--- config.mk ---
export PLATFORM = sky130hd
export DESIGN_NAME = fixed_pattern_noise_correction
export DESIGN_NICKNAME = d
export VERILOG_FILES = /design/src/rtl/core/fpn_pkg.sv /design/src/rtl/core/fpn_front.sv /design/src/rtl/core/fpn_cell.sv /design/src/rtl/core/fpn_back.sv /design/src/rtl/core/fixed_pattern_noise_correction.sv
export SDC_FILE = /design/constraint.sdc
export NUM_CORES = 2
export LEC_CHECK = 0
export BUFFER_PORTS_ARGS = -buffer_cell sky130_fd_sc_hd__clkbuf_2
export CAP_MARGIN = 25
export CORE_UTILIZATION = 25
export CTS_CLUSTER_DIAMETER = 30
export DETAILED_ROUTE_END_ITERATION = 8
export HOLD_SLACK_MARGIN = 0.1
export SKIP_LAST_GASP = 1
export SLEW_MARGIN = 20
export SYNTH_ARGS = -nofsm -noshare
export SYNTH_HDL_FRONTEND = slang
export SYNTH_HIERARCHICAL = 1
export SYNTH_SLANG_ARGS = --single-unit
--- constraint.sdc ---
create_clock -name i_clk -period 76.3 [get_ports i_clk]
set_input_delay 11.445 -clock i_clk [delete_from_list [all_inputs] [get_ports i_clk]]
set_output_delay 11.445 -clock i_clk [all_outputs]
set_load 0.03 [all_outputs]
--- src/rtl/core/fpn_pkg.sv ---
// shared types and constants for the fixed-pattern noise correction block
package fpn_pkg;

    localparam int PIX_W   = 16;
    localparam int GAIN_W  = 16;
    localparam int COORD_W = 14;
    localparam int DIM_W   = 15;
    localparam int CFG_IDX_W  = 3;
    localparam int CFG_DATA_W = 15;

    // divider: quotient bits, dividend is the pixel difference shifted by the gain point
    localparam int GAIN_FRAC = 14;
    localparam int QUO_W     = PIX_W;
    localparam int NUM_W     = 17 + GAIN_FRAC;
    localparam int PROD_W    = PIX_W + GAIN_W;

    localparam logic [PIX_W-1:0] PIX_MAX = '1;

    // configuration register indexes
    localparam logic [CFG_IDX_W-1:0] REG_MODEL_VALID  = 3'd0;
    localparam logic [CFG_IDX_W-1:0] REG_DARK_ENABLE  = 3'd1;
    localparam logic [CFG_IDX_W-1:0] REG_GAIN_ENABLE  = 3'd2;
    localparam logic [CFG_IDX_W-1:0] REG_FRAME_WIDTH  = 3'd3;
    localparam logic [CFG_IDX_W-1:0] REG_FRAME_HEIGHT = 3'd4;

    localparam logic OP_CORRECT = 1'b0;
    localparam logic OP_RESTORE = 1'b1;

    typedef enum logic [1:0] {
        K_VALUE   = 2'd0,  // result already final in aux
        K_DIV     = 2'd1,  // quotient built by the cell chain
        K_RESTORE = 2'd2   // product in aux, dark added at the end
    } t_kind;

    typedef struct packed {
        t_kind                    kind;
        logic [NUM_W-1:0]         num;
        logic [GAIN_W-1:0]        den;
        logic [QUO_W-1:0]         quo;
        logic [PROD_W-1:0]        aux;
        logic signed [PIX_W-1:0]  dark;
    } t_lane;

endpackage

--- src/rtl/core/fpn_front.sv ---
// entry stage: bounds check, dark step, restore multiply, divider setup
module fpn_front #(
    parameter int MAX_DIM = 16384
) (
    input  logic                              i_clk,
    input  logic                              i_rst_n,
    input  logic                              i_en,
    input  logic                              i_valid,
    input  logic                              i_model_valid,
    input  logic                              i_dark_enable,
    input  logic                              i_gain_enable,
    input  logic [fpn_pkg::DIM_W-1:0]         i_frame_width,
    input  logic [fpn_pkg::DIM_W-1:0]         i_frame_height,
    input  logic                              i_operation,
    input  logic [fpn_pkg::PIX_W-1:0]         i_pixel_in,
    input  logic [fpn_pkg::COORD_W-1:0]       i_row,
    input  logic [fpn_pkg::COORD_W-1:0]       i_col,
    input  logic signed [fpn_pkg::PIX_W-1:0]  i_dark_offset,
    input  logic [fpn_pkg::GAIN_W-1:0]        i_gain_code,
    output logic                              o_valid,
    output fpn_pkg::t_lane                    o_lane
);

    localparam logic [16:0] DIM_LIM = 17'(MAX_DIM);

    logic                  r_valid;
    fpn_pkg::t_lane        r_lane;
    fpn_pkg::t_lane        n_lane;
    logic                  w_inside;
    logic                  w_dark_use;
    logic                  w_gain_use;
    logic signed [17:0]    w_diff;
    logic [fpn_pkg::PROD_W-1:0] w_prod;

    always_comb begin
        w_inside = (17'(i_row) < 17'(i_frame_height)) && (17'(i_row) < DIM_LIM) &&
                   (17'(i_col) < 17'(i_frame_width))  && (17'(i_col) < DIM_LIM);
        w_dark_use = i_dark_enable & w_inside;
        w_gain_use = i_gain_enable & w_inside;
        w_diff = $signed({2'b00, i_pixel_in}) -
                 (w_dark_use ? 18'(i_dark_offset) : 18'sd0);
        w_prod = w_gain_use ? (fpn_pkg::PROD_W'(i_pixel_in) * fpn_pkg::PROD_W'(i_gain_code))
                            : fpn_pkg::PROD_W'({i_pixel_in, 14'd0});
    end

    always_comb begin
        n_lane      = '0;
        n_lane.kind = fpn_pkg::K_VALUE;
        if (!i_model_valid) begin
            n_lane.aux = fpn_pkg::PROD_W'(i_pixel_in);
        end else if (i_operation == fpn_pkg::OP_RESTORE) begin
            n_lane.kind = fpn_pkg::K_RESTORE;
            n_lane.aux  = w_prod;
            n_lane.dark = w_dark_use ? i_dark_offset : '0;
        end else if (w_gain_use && (i_gain_code != '0)) begin
            if (w_diff <= 18'sd0) begin
                n_lane.aux = '0;
            end else if (19'(w_diff) >= $signed({1'b0, i_gain_code, 2'b00})) begin
                // quotient would not fit in 16 bits
                n_lane.aux = fpn_pkg::PROD_W'(fpn_pkg::PIX_MAX);
            end else begin
                n_lane.kind = fpn_pkg::K_DIV;
                n_lane.num  = {w_diff[16:0], 14'd0};
                n_lane.den  = i_gain_code;
            end
        end else begin
            if (w_diff < 18'sd0) begin
                n_lane.aux = '0;
            end else if (w_diff > 18'sd65535) begin
                n_lane.aux = fpn_pkg::PROD_W'(fpn_pkg::PIX_MAX);
            end else begin
                n_lane.aux = fpn_pkg::PROD_W'(w_diff[15:0]);
            end
        end
    end

    always_ff @(posedge i_clk) begin
        if (!i_rst_n) begin
            r_valid <= 1'b0;
        end else if (i_en) begin
            r_valid <= i_valid;
        end
    end

    always_ff @(posedge i_clk) begin
        if (i_en) begin
            r_lane <= n_lane;
        end
    end

    assign o_valid = r_valid;
    assign o_lane  = r_lane;

endmodule

--- src/rtl/core/fpn_cell.sv ---
// one restoring-division cell: settles one quotient bit and passes the lane on
module fpn_cell #(
    parameter int SHIFT = 0
) (
    input  logic            i_clk,
    input  logic            i_rst_n,
    input  logic            i_en,
    input  logic            i_valid,
    input  fpn_pkg::t_lane  i_lane,
    output logic            o_valid,
    output fpn_pkg::t_lane  o_lane
);

    logic                       r_valid;
    fpn_pkg::t_lane             r_lane;
    fpn_pkg::t_lane             n_lane;
    logic [fpn_pkg::NUM_W:0]    w_den_sh;

    always_comb begin
        n_lane   = i_lane;
        w_den_sh = (fpn_pkg::NUM_W + 1)'(i_lane.den) << SHIFT;
        if ((i_lane.kind == fpn_pkg::K_DIV) &&
            ({1'b0, i_lane.num} >= w_den_sh)) begin
            n_lane.num        = i_lane.num - w_den_sh[fpn_pkg::NUM_W-1:0];
            n_lane.quo[SHIFT] = 1'b1;
        end
    end

    always_ff @(posedge i_clk) begin
        if (!i_rst_n) begin
            r_valid <= 1'b0;
        end else if (i_en) begin
            r_valid <= i_valid;
        end
    end

    always_ff @(posedge i_clk) begin
        if (i_en) begin
            r_lane <= n_lane;
        end
    end

    assign o_valid = r_valid;
    assign o_lane  = r_lane;

endmodule

--- src/rtl/core/fpn_back.sv ---
// exit stage: restore add, result select, saturation and output register
module fpn_back (
    input  logic                       i_clk,
    input  logic                       i_rst_n,
    input  logic                       i_en,
    input  logic                       i_valid,
    input  fpn_pkg::t_lane             i_lane,
    output logic                       o_valid,
    output logic [fpn_pkg::PIX_W-1:0]  o_pixel_out
);

    logic                       r_valid;
    logic [fpn_pkg::PIX_W-1:0]  r_pixel;
    logic [fpn_pkg::PIX_W-1:0]  n_pixel;
    logic signed [19:0]         w_sum;

    always_comb begin
        w_sum = $signed({2'b00, i_lane.aux[fpn_pkg::PROD_W-1:fpn_pkg::GAIN_FRAC]}) +
                20'(i_lane.dark);
        case (i_lane.kind)
            fpn_pkg::K_DIV: begin
                n_pixel = i_lane.quo;
            end
            fpn_pkg::K_RESTORE: begin
                if (w_sum < 20'sd0) begin
                    n_pixel = '0;
                end else if (w_sum > 20'sd65535) begin
                    n_pixel = fpn_pkg::PIX_MAX;
                end else begin
                    n_pixel = w_sum[15:0];
                end
            end
            default: begin
                n_pixel = i_lane.aux[fpn_pkg::PIX_W-1:0];
            end
        endcase
    end

    always_ff @(posedge i_clk) begin
        if (!i_rst_n) begin
            r_valid <= 1'b0;
        end else if (i_en) begin
            r_valid <= i_valid;
        end
    end

    always_ff @(posedge i_clk) begin
        if (i_en) begin
            r_pixel <= n_pixel;
        end
    end

    assign o_valid     = r_valid;
    assign o_pixel_out = r_pixel;

endmodule

--- src/rtl/core/fixed_pattern_noise_correction.sv ---
// top level of the per-pixel dark offset and gain correction block
//
// Input channel i_valid / o_stall carries one pixel per beat with its
// coordinates, signed dark offset and 2.14 gain. Output channel o_valid /
// i_stall carries the corrected (operation 0) or restored (operation 1) pixel,
// saturated to 16 bits, one result per input beat, in order.
// Registers are written through i_cfg_valid / o_cfg_ready (always ready) at
// index i_cfg_index; write them only while no pixel is in flight.
// The path is an entry stage (bounds, dark subtract, 16x16 multiply),
// a row of 16 division cells that each settle one quotient bit, and the
// output register. Every pixel walks the whole row, so the block takes one
// pixel per cycle in both modes while the row is not held by a stall.
// When the receiver stalls with a result waiting, the whole row holds and
// o_stall rises; a free output register lets the row keep moving.
// Synchronous active-low reset empties the row, clears the valid flags and the
// config registers, so pixels pass through unchanged until model_valid is set.
module fixed_pattern_noise_correction #(
    parameter int MAX_DIM = 16384
) (
    input  logic                                  i_clk,
    input  logic                                  i_rst_n,
    input  logic                                  i_cfg_valid,
    output logic                                  o_cfg_ready,
    input  logic [fpn_pkg::CFG_IDX_W-1:0]         i_cfg_index,
    input  logic [fpn_pkg::CFG_DATA_W-1:0]        i_cfg_data,
    input  logic                                  i_valid,
    output logic                                  o_stall,
    input  logic                                  i_operation,
    input  logic [fpn_pkg::PIX_W-1:0]             i_pixel_in,
    input  logic [fpn_pkg::COORD_W-1:0]           i_row,
    input  logic [fpn_pkg::COORD_W-1:0]           i_col,
    input  logic signed [fpn_pkg::PIX_W-1:0]      i_dark_offset,
    input  logic [fpn_pkg::GAIN_W-1:0]            i_gain_code,
    output logic                                  o_valid,
    input  logic                                  i_stall,
    output logic [fpn_pkg::PIX_W-1:0]             o_pixel_out
);

    localparam int N_CELLS = fpn_pkg::QUO_W;

    logic                        r_model_valid;
    logic                        r_dark_enable;
    logic                        r_gain_enable;
    logic [fpn_pkg::DIM_W-1:0]   r_frame_width;
    logic [fpn_pkg::DIM_W-1:0]   r_frame_height;

    logic                        w_adv;
    logic                        w_out_valid;
    logic                        w_valid [N_CELLS+1];
    fpn_pkg::t_lane              w_lane  [N_CELLS+1];

    assign o_cfg_ready = 1'b1;

    always_ff @(posedge i_clk) begin
        if (!i_rst_n) begin
            r_model_valid  <= 1'b0;
            r_dark_enable  <= 1'b0;
            r_gain_enable  <= 1'b0;
            r_frame_width  <= '0;
            r_frame_height <= '0;
        end else if (i_cfg_valid) begin
            case (i_cfg_index)
                fpn_pkg::REG_MODEL_VALID:  r_model_valid  <= i_cfg_data[0];
                fpn_pkg::REG_DARK_ENABLE:  r_dark_enable  <= i_cfg_data[0];
                fpn_pkg::REG_GAIN_ENABLE:  r_gain_enable  <= i_cfg_data[0];
                fpn_pkg::REG_FRAME_WIDTH:  r_frame_width  <= i_cfg_data;
                fpn_pkg::REG_FRAME_HEIGHT: r_frame_height <= i_cfg_data;
                default: begin
                end
            endcase
        end
    end

    // the row moves whenever the output register is empty or being taken
    assign w_adv   = !w_out_valid || !i_stall;
    assign o_stall = !w_adv;

    fpn_front #(
        .MAX_DIM (MAX_DIM)
    ) u_front (
        .i_clk          (i_clk),
        .i_rst_n        (i_rst_n),
        .i_en           (w_adv),
        .i_valid        (i_valid),
        .i_model_valid  (r_model_valid),
        .i_dark_enable  (r_dark_enable),
        .i_gain_enable  (r_gain_enable),
        .i_frame_width  (r_frame_width),
        .i_frame_height (r_frame_height),
        .i_operation    (i_operation),
        .i_pixel_in     (i_pixel_in),
        .i_row          (i_row),
        .i_col          (i_col),
        .i_dark_offset  (i_dark_offset),
        .i_gain_code    (i_gain_code),
        .o_valid        (w_valid[0]),
        .o_lane         (w_lane[0])
    );

    // cell k settles quotient bit N_CELLS-1-k
    for (genvar k = 0; k < N_CELLS; k++) begin : g_cell
        fpn_cell #(
            .SHIFT (N_CELLS - 1 - k)
        ) u_cell (
            .i_clk   (i_clk),
            .i_rst_n (i_rst_n),
            .i_en    (w_adv),
            .i_valid (w_valid[k]),
            .i_lane  (w_lane[k]),
            .o_valid (w_valid[k+1]),
            .o_lane  (w_lane[k+1])
        );
    end

    fpn_back u_back (
        .i_clk       (i_clk),
        .i_rst_n     (i_rst_n),
        .i_en        (w_adv),
        .i_valid     (w_valid[N_CELLS]),
        .i_lane      (w_lane[N_CELLS]),
        .o_valid     (w_out_valid),
        .o_pixel_out (o_pixel_out)
    );

    assign o_valid = w_out_valid;

endmodule

==> run_summary.xml <==
<?xml version="1.0" encoding="UTF-8"?>
<metrics>
  <group name="status">
    <metric name="outcome" unit="">finished, final reports clean</metric>
  </group>
  <group name="floorplan">
    <metric name="dieArea" unit="sq mm">0.366</metric>
    <metric name="num_io_pins" unit="">119</metric>
    <metric name="row_count" unit="">221</metric>
    <metric name="initial_standard_cell_utilization_of_the_core" unit="">0.251</metric>
    <metric name="fp.dieH" unit="microns">605</metric>
    <metric name="floorplan.core_area" unit="sq mm">0.362</metric>
    <metric name="dieWidth" unit="microns">605</metric>
  </group>
  <group name="synthesis">
    <metric name="post_synth.cell_area_avg" unit="sq um">13.7</metric>
    <metric name="netlist_instances" unit="">6649</metric>
    <metric name="yosys_warnings" unit="">6</metric>
    <metric name="synth.cell_area" unit="sq mm">0.0909</metric>
  </group>
  <group name="grt">
    <metric name="globalRoute.totalOverflow" unit="">0</metric>
    <metric name="track_usage" unit="">0.0986</metric>
    <metric name="grt_pass1_vias" unit="">53400</metric>
    <metric name="grt_start_max_net_pins" unit="">206</metric>
    <metric name="antenna_violations_before_repair" unit="">6</metric>
    <metric name="grt_pass1_wl" unit="mm">291</metric>
  </group>
  <group name="sta">
    <metric name="finalMaxSlewViolations" unit="">0</metric>
    <metric name="max_slew_margin" unit="">0.271</metric>
    <metric name="worst-slew-pin-transition" unit="ps">1090</metric>
    <metric name="fin_tns_setup" unit="ps">0</metric>
    <metric name="finalWorstPathRequiredPeriod" unit="ps">23880</metric>
    <metric name="final_report_hold_violation_count" unit="">0</metric>
    <metric name="finClkSkew" unit="ps">92.4</metric>
    <metric name="unrepaired_setup_endpoints_after_global_routing" unit="">false</metric>
    <metric name="setup_violations" unit="">0</metric>
    <metric name="timing.final.crit_share" unit="">0.313</metric>
    <metric name="fmax" unit="MHz">41.9</metric>
  </group>
  <group name="clock_network">
    <metric name="tritoncts.num_buffers" unit="">321</metric>
    <metric name="post_cts.repair.setup_buffers" unit="">0</metric>
    <metric name="clock_latency" unit="ps">850</metric>
    <metric name="cts_root_buffer" unit="">sky130_fd_sc_hd__clkbuf_16</metric>
    <metric name="cts.reportedPaths.clkPinSlew" unit="ps">60</metric>
    <metric name="cts-resized-gates" unit="">0</metric>
    <metric name="cts_tree" unit="">yes</metric>
    <metric name="cts.path.max_buffers" unit="">4</metric>
    <metric name="tritoncts_num_sinks" unit="">1911</metric>
    <metric name="htree_depth" unit="">5</metric>
    <metric name="post_cts_hold_buffer_count" unit="">0</metric>
  </group>
  <group name="detailed_routing">
    <metric name="first_pass_iters" unit="">5</metric>
    <metric name="antenna_left" unit="">0</metric>
    <metric name="totalWireLength" unit="mm">186</metric>
    <metric name="dr.first_iter.drc_count" unit="">3459</metric>
    <metric name="drt_drc_violations_left" unit="">0</metric>
    <metric name="route.detailed.vias_per_inst" unit="">4.30</metric>
    <metric name="met3RoutedLength" unit="mm">8.16</metric>
    <metric name="detailroute.wirelength.met2" unit="mm">90.7</metric>
    <metric name="met1_length" unit="mm">79.8</metric>
    <metric name="wl_per_cell" unit="microns">15.5</metric>
    <metric name="highest_layer" unit="">met4</metric>
    <metric name="route.vias.total" unit="">51700</metric>
  </group>
  <group name="setup_path">
    <metric name="cp.arrival" unit="ps">12440</metric>
    <metric name="largest_fanout_of_any_net_on_the_critical_path" unit="">22</metric>
    <metric name="start_kind" unit="">input pin</metric>
    <metric name="cp.required" unit="ps">64860</metric>
    <metric name="criticalPathCategory" unit="">input pin to primary output</metric>
    <metric name="worstSetupEndpointType" unit="">primary output</metric>
  </group>
  <group name="placement">
    <metric name="place.port_buffers" unit="">117</metric>
    <metric name="dp.final_hpwl" unit="mm">131</metric>
    <metric name="routabilityCongestion" unit="">0.939</metric>
  </group>
  <group name="power">
    <metric name="power_leakage" unit="uW">0.0439</metric>
    <metric name="worst_ir_drop_vdd" unit="mV">0.0341</metric>
    <metric name="pwr_density_cell" unit="mW/mm^2">28.7</metric>
  </group>
  <group name="hold_path">
    <metric name="hp-class" unit="">flip-flop to flip-flop</metric>
  </group>
  <group name="cells_and_area">
    <metric name="layout-drive-gt1-share" unit="">0.121</metric>
    <metric name="final_common_cell" unit="">sky130_fd_sc_hd__edfxtp_1</metric>
    <metric name="layout.core_utilization" unit="">0.297</metric>
    <metric name="nets_finish" unit="">7713</metric>
    <metric name="final_cell_mix" unit="">1860 x sky130_fd_sc_hd__edfxtp_1, 604 x sky130_fd_sc_hd__inv_1, 554 x sky130_fd_sc_hd__nand2_1, 440 x sky130_fd_sc_hd__ha_1, 327 x sky130_fd_sc_hd__clkbuf_16</metric>
    <metric name="area_growth_syn_to_layout" unit="%">18.3</metric>
  </group>
  <group name="run">
    <metric name="drv_cap" unit="">0</metric>
  </group>
</metrics>
-- through the flow --
stage          worst slack [ps]  cells  instance area (sq um)  hold WS [ps]  total power [uW]
3_5_place_dp              52310  11400                  96700           405              1710
5_1_grt                   52330  12000                 108000           381              3240
3_3_place_gp              52310  11400                  96700           400              1700
6_report                  52420  12000                 108000           369              3090
2_1_floorplan              4970   6678                  91000           400              1580
4_1_cts                   52310  12000                 107000           373              3120
-- flip-flops by register name (all words and copies together) (netlist names), 15 cells and up --
name,cells
r_frame_width,15
u_front/o_lane,83
g_cell.u_cell/o_lane,1761
r_frame_height,15
g_cell.u_cell/o_valid,16
u_back/o_pixel_out,16
-- power by group --
group	leakage (uW)	internal [uW]	switching, uW
Clock	0.00515	902	491
Sequential	0.0221	1170	9.25
Combinational	0.0167	209	307
Total	0.0439	2280	807
-- worst max-delay path, stage by stage --
cell	delay, ps
sky130_fd_sc_hd__clkbuf_2	100
sky130_fd_sc_hd__nand2_4	360
sky130_fd_sc_hd__inv_1	240
sky130_fd_sc_hd__clkbuf_2	260
-- metal layers --
| layer | vias to the layer above | track usage |
|---|---|---|
| met5 | - | 0 |
| met4 | 0 | 0.0445 |
| met3 | 463 | 0.0178 |
| met2 | 1347 | 0.173 |
| met1 | 24700 | 0.117 |
| li1 | 25100 | - |
-- path summary, 6_finish.rpt --
kind                                     from                          end  slack [ps]  cells past startpoint
setup / recovery                      i_stall                      o_stall       52420                      4
hold reg to reg   g_cell[3].u_cell/o_lane[30]  g_cell[4].u_cell/o_lane[30]         370                      0
hold / removal    g_cell[3].u_cell/o_lane[30]  g_cell[4].u_cell/o_lane[30]         370                      0
setup reg to reg            r_frame_height[2]           u_front/o_lane[96]       68620                     25
-- cell type report --
type                       instances  area (sq um)
fill                           35700        254000
sequential                      1911         56900
multi-input combinational       3958         30600
clock buffer                     369          8360
tap                             4794          6000
clock inverter                   210          2290
inverter                         607          2280
timing repair buffer             163          1070
antenna                            2          5.00
(Power assumes the default switching activity.)
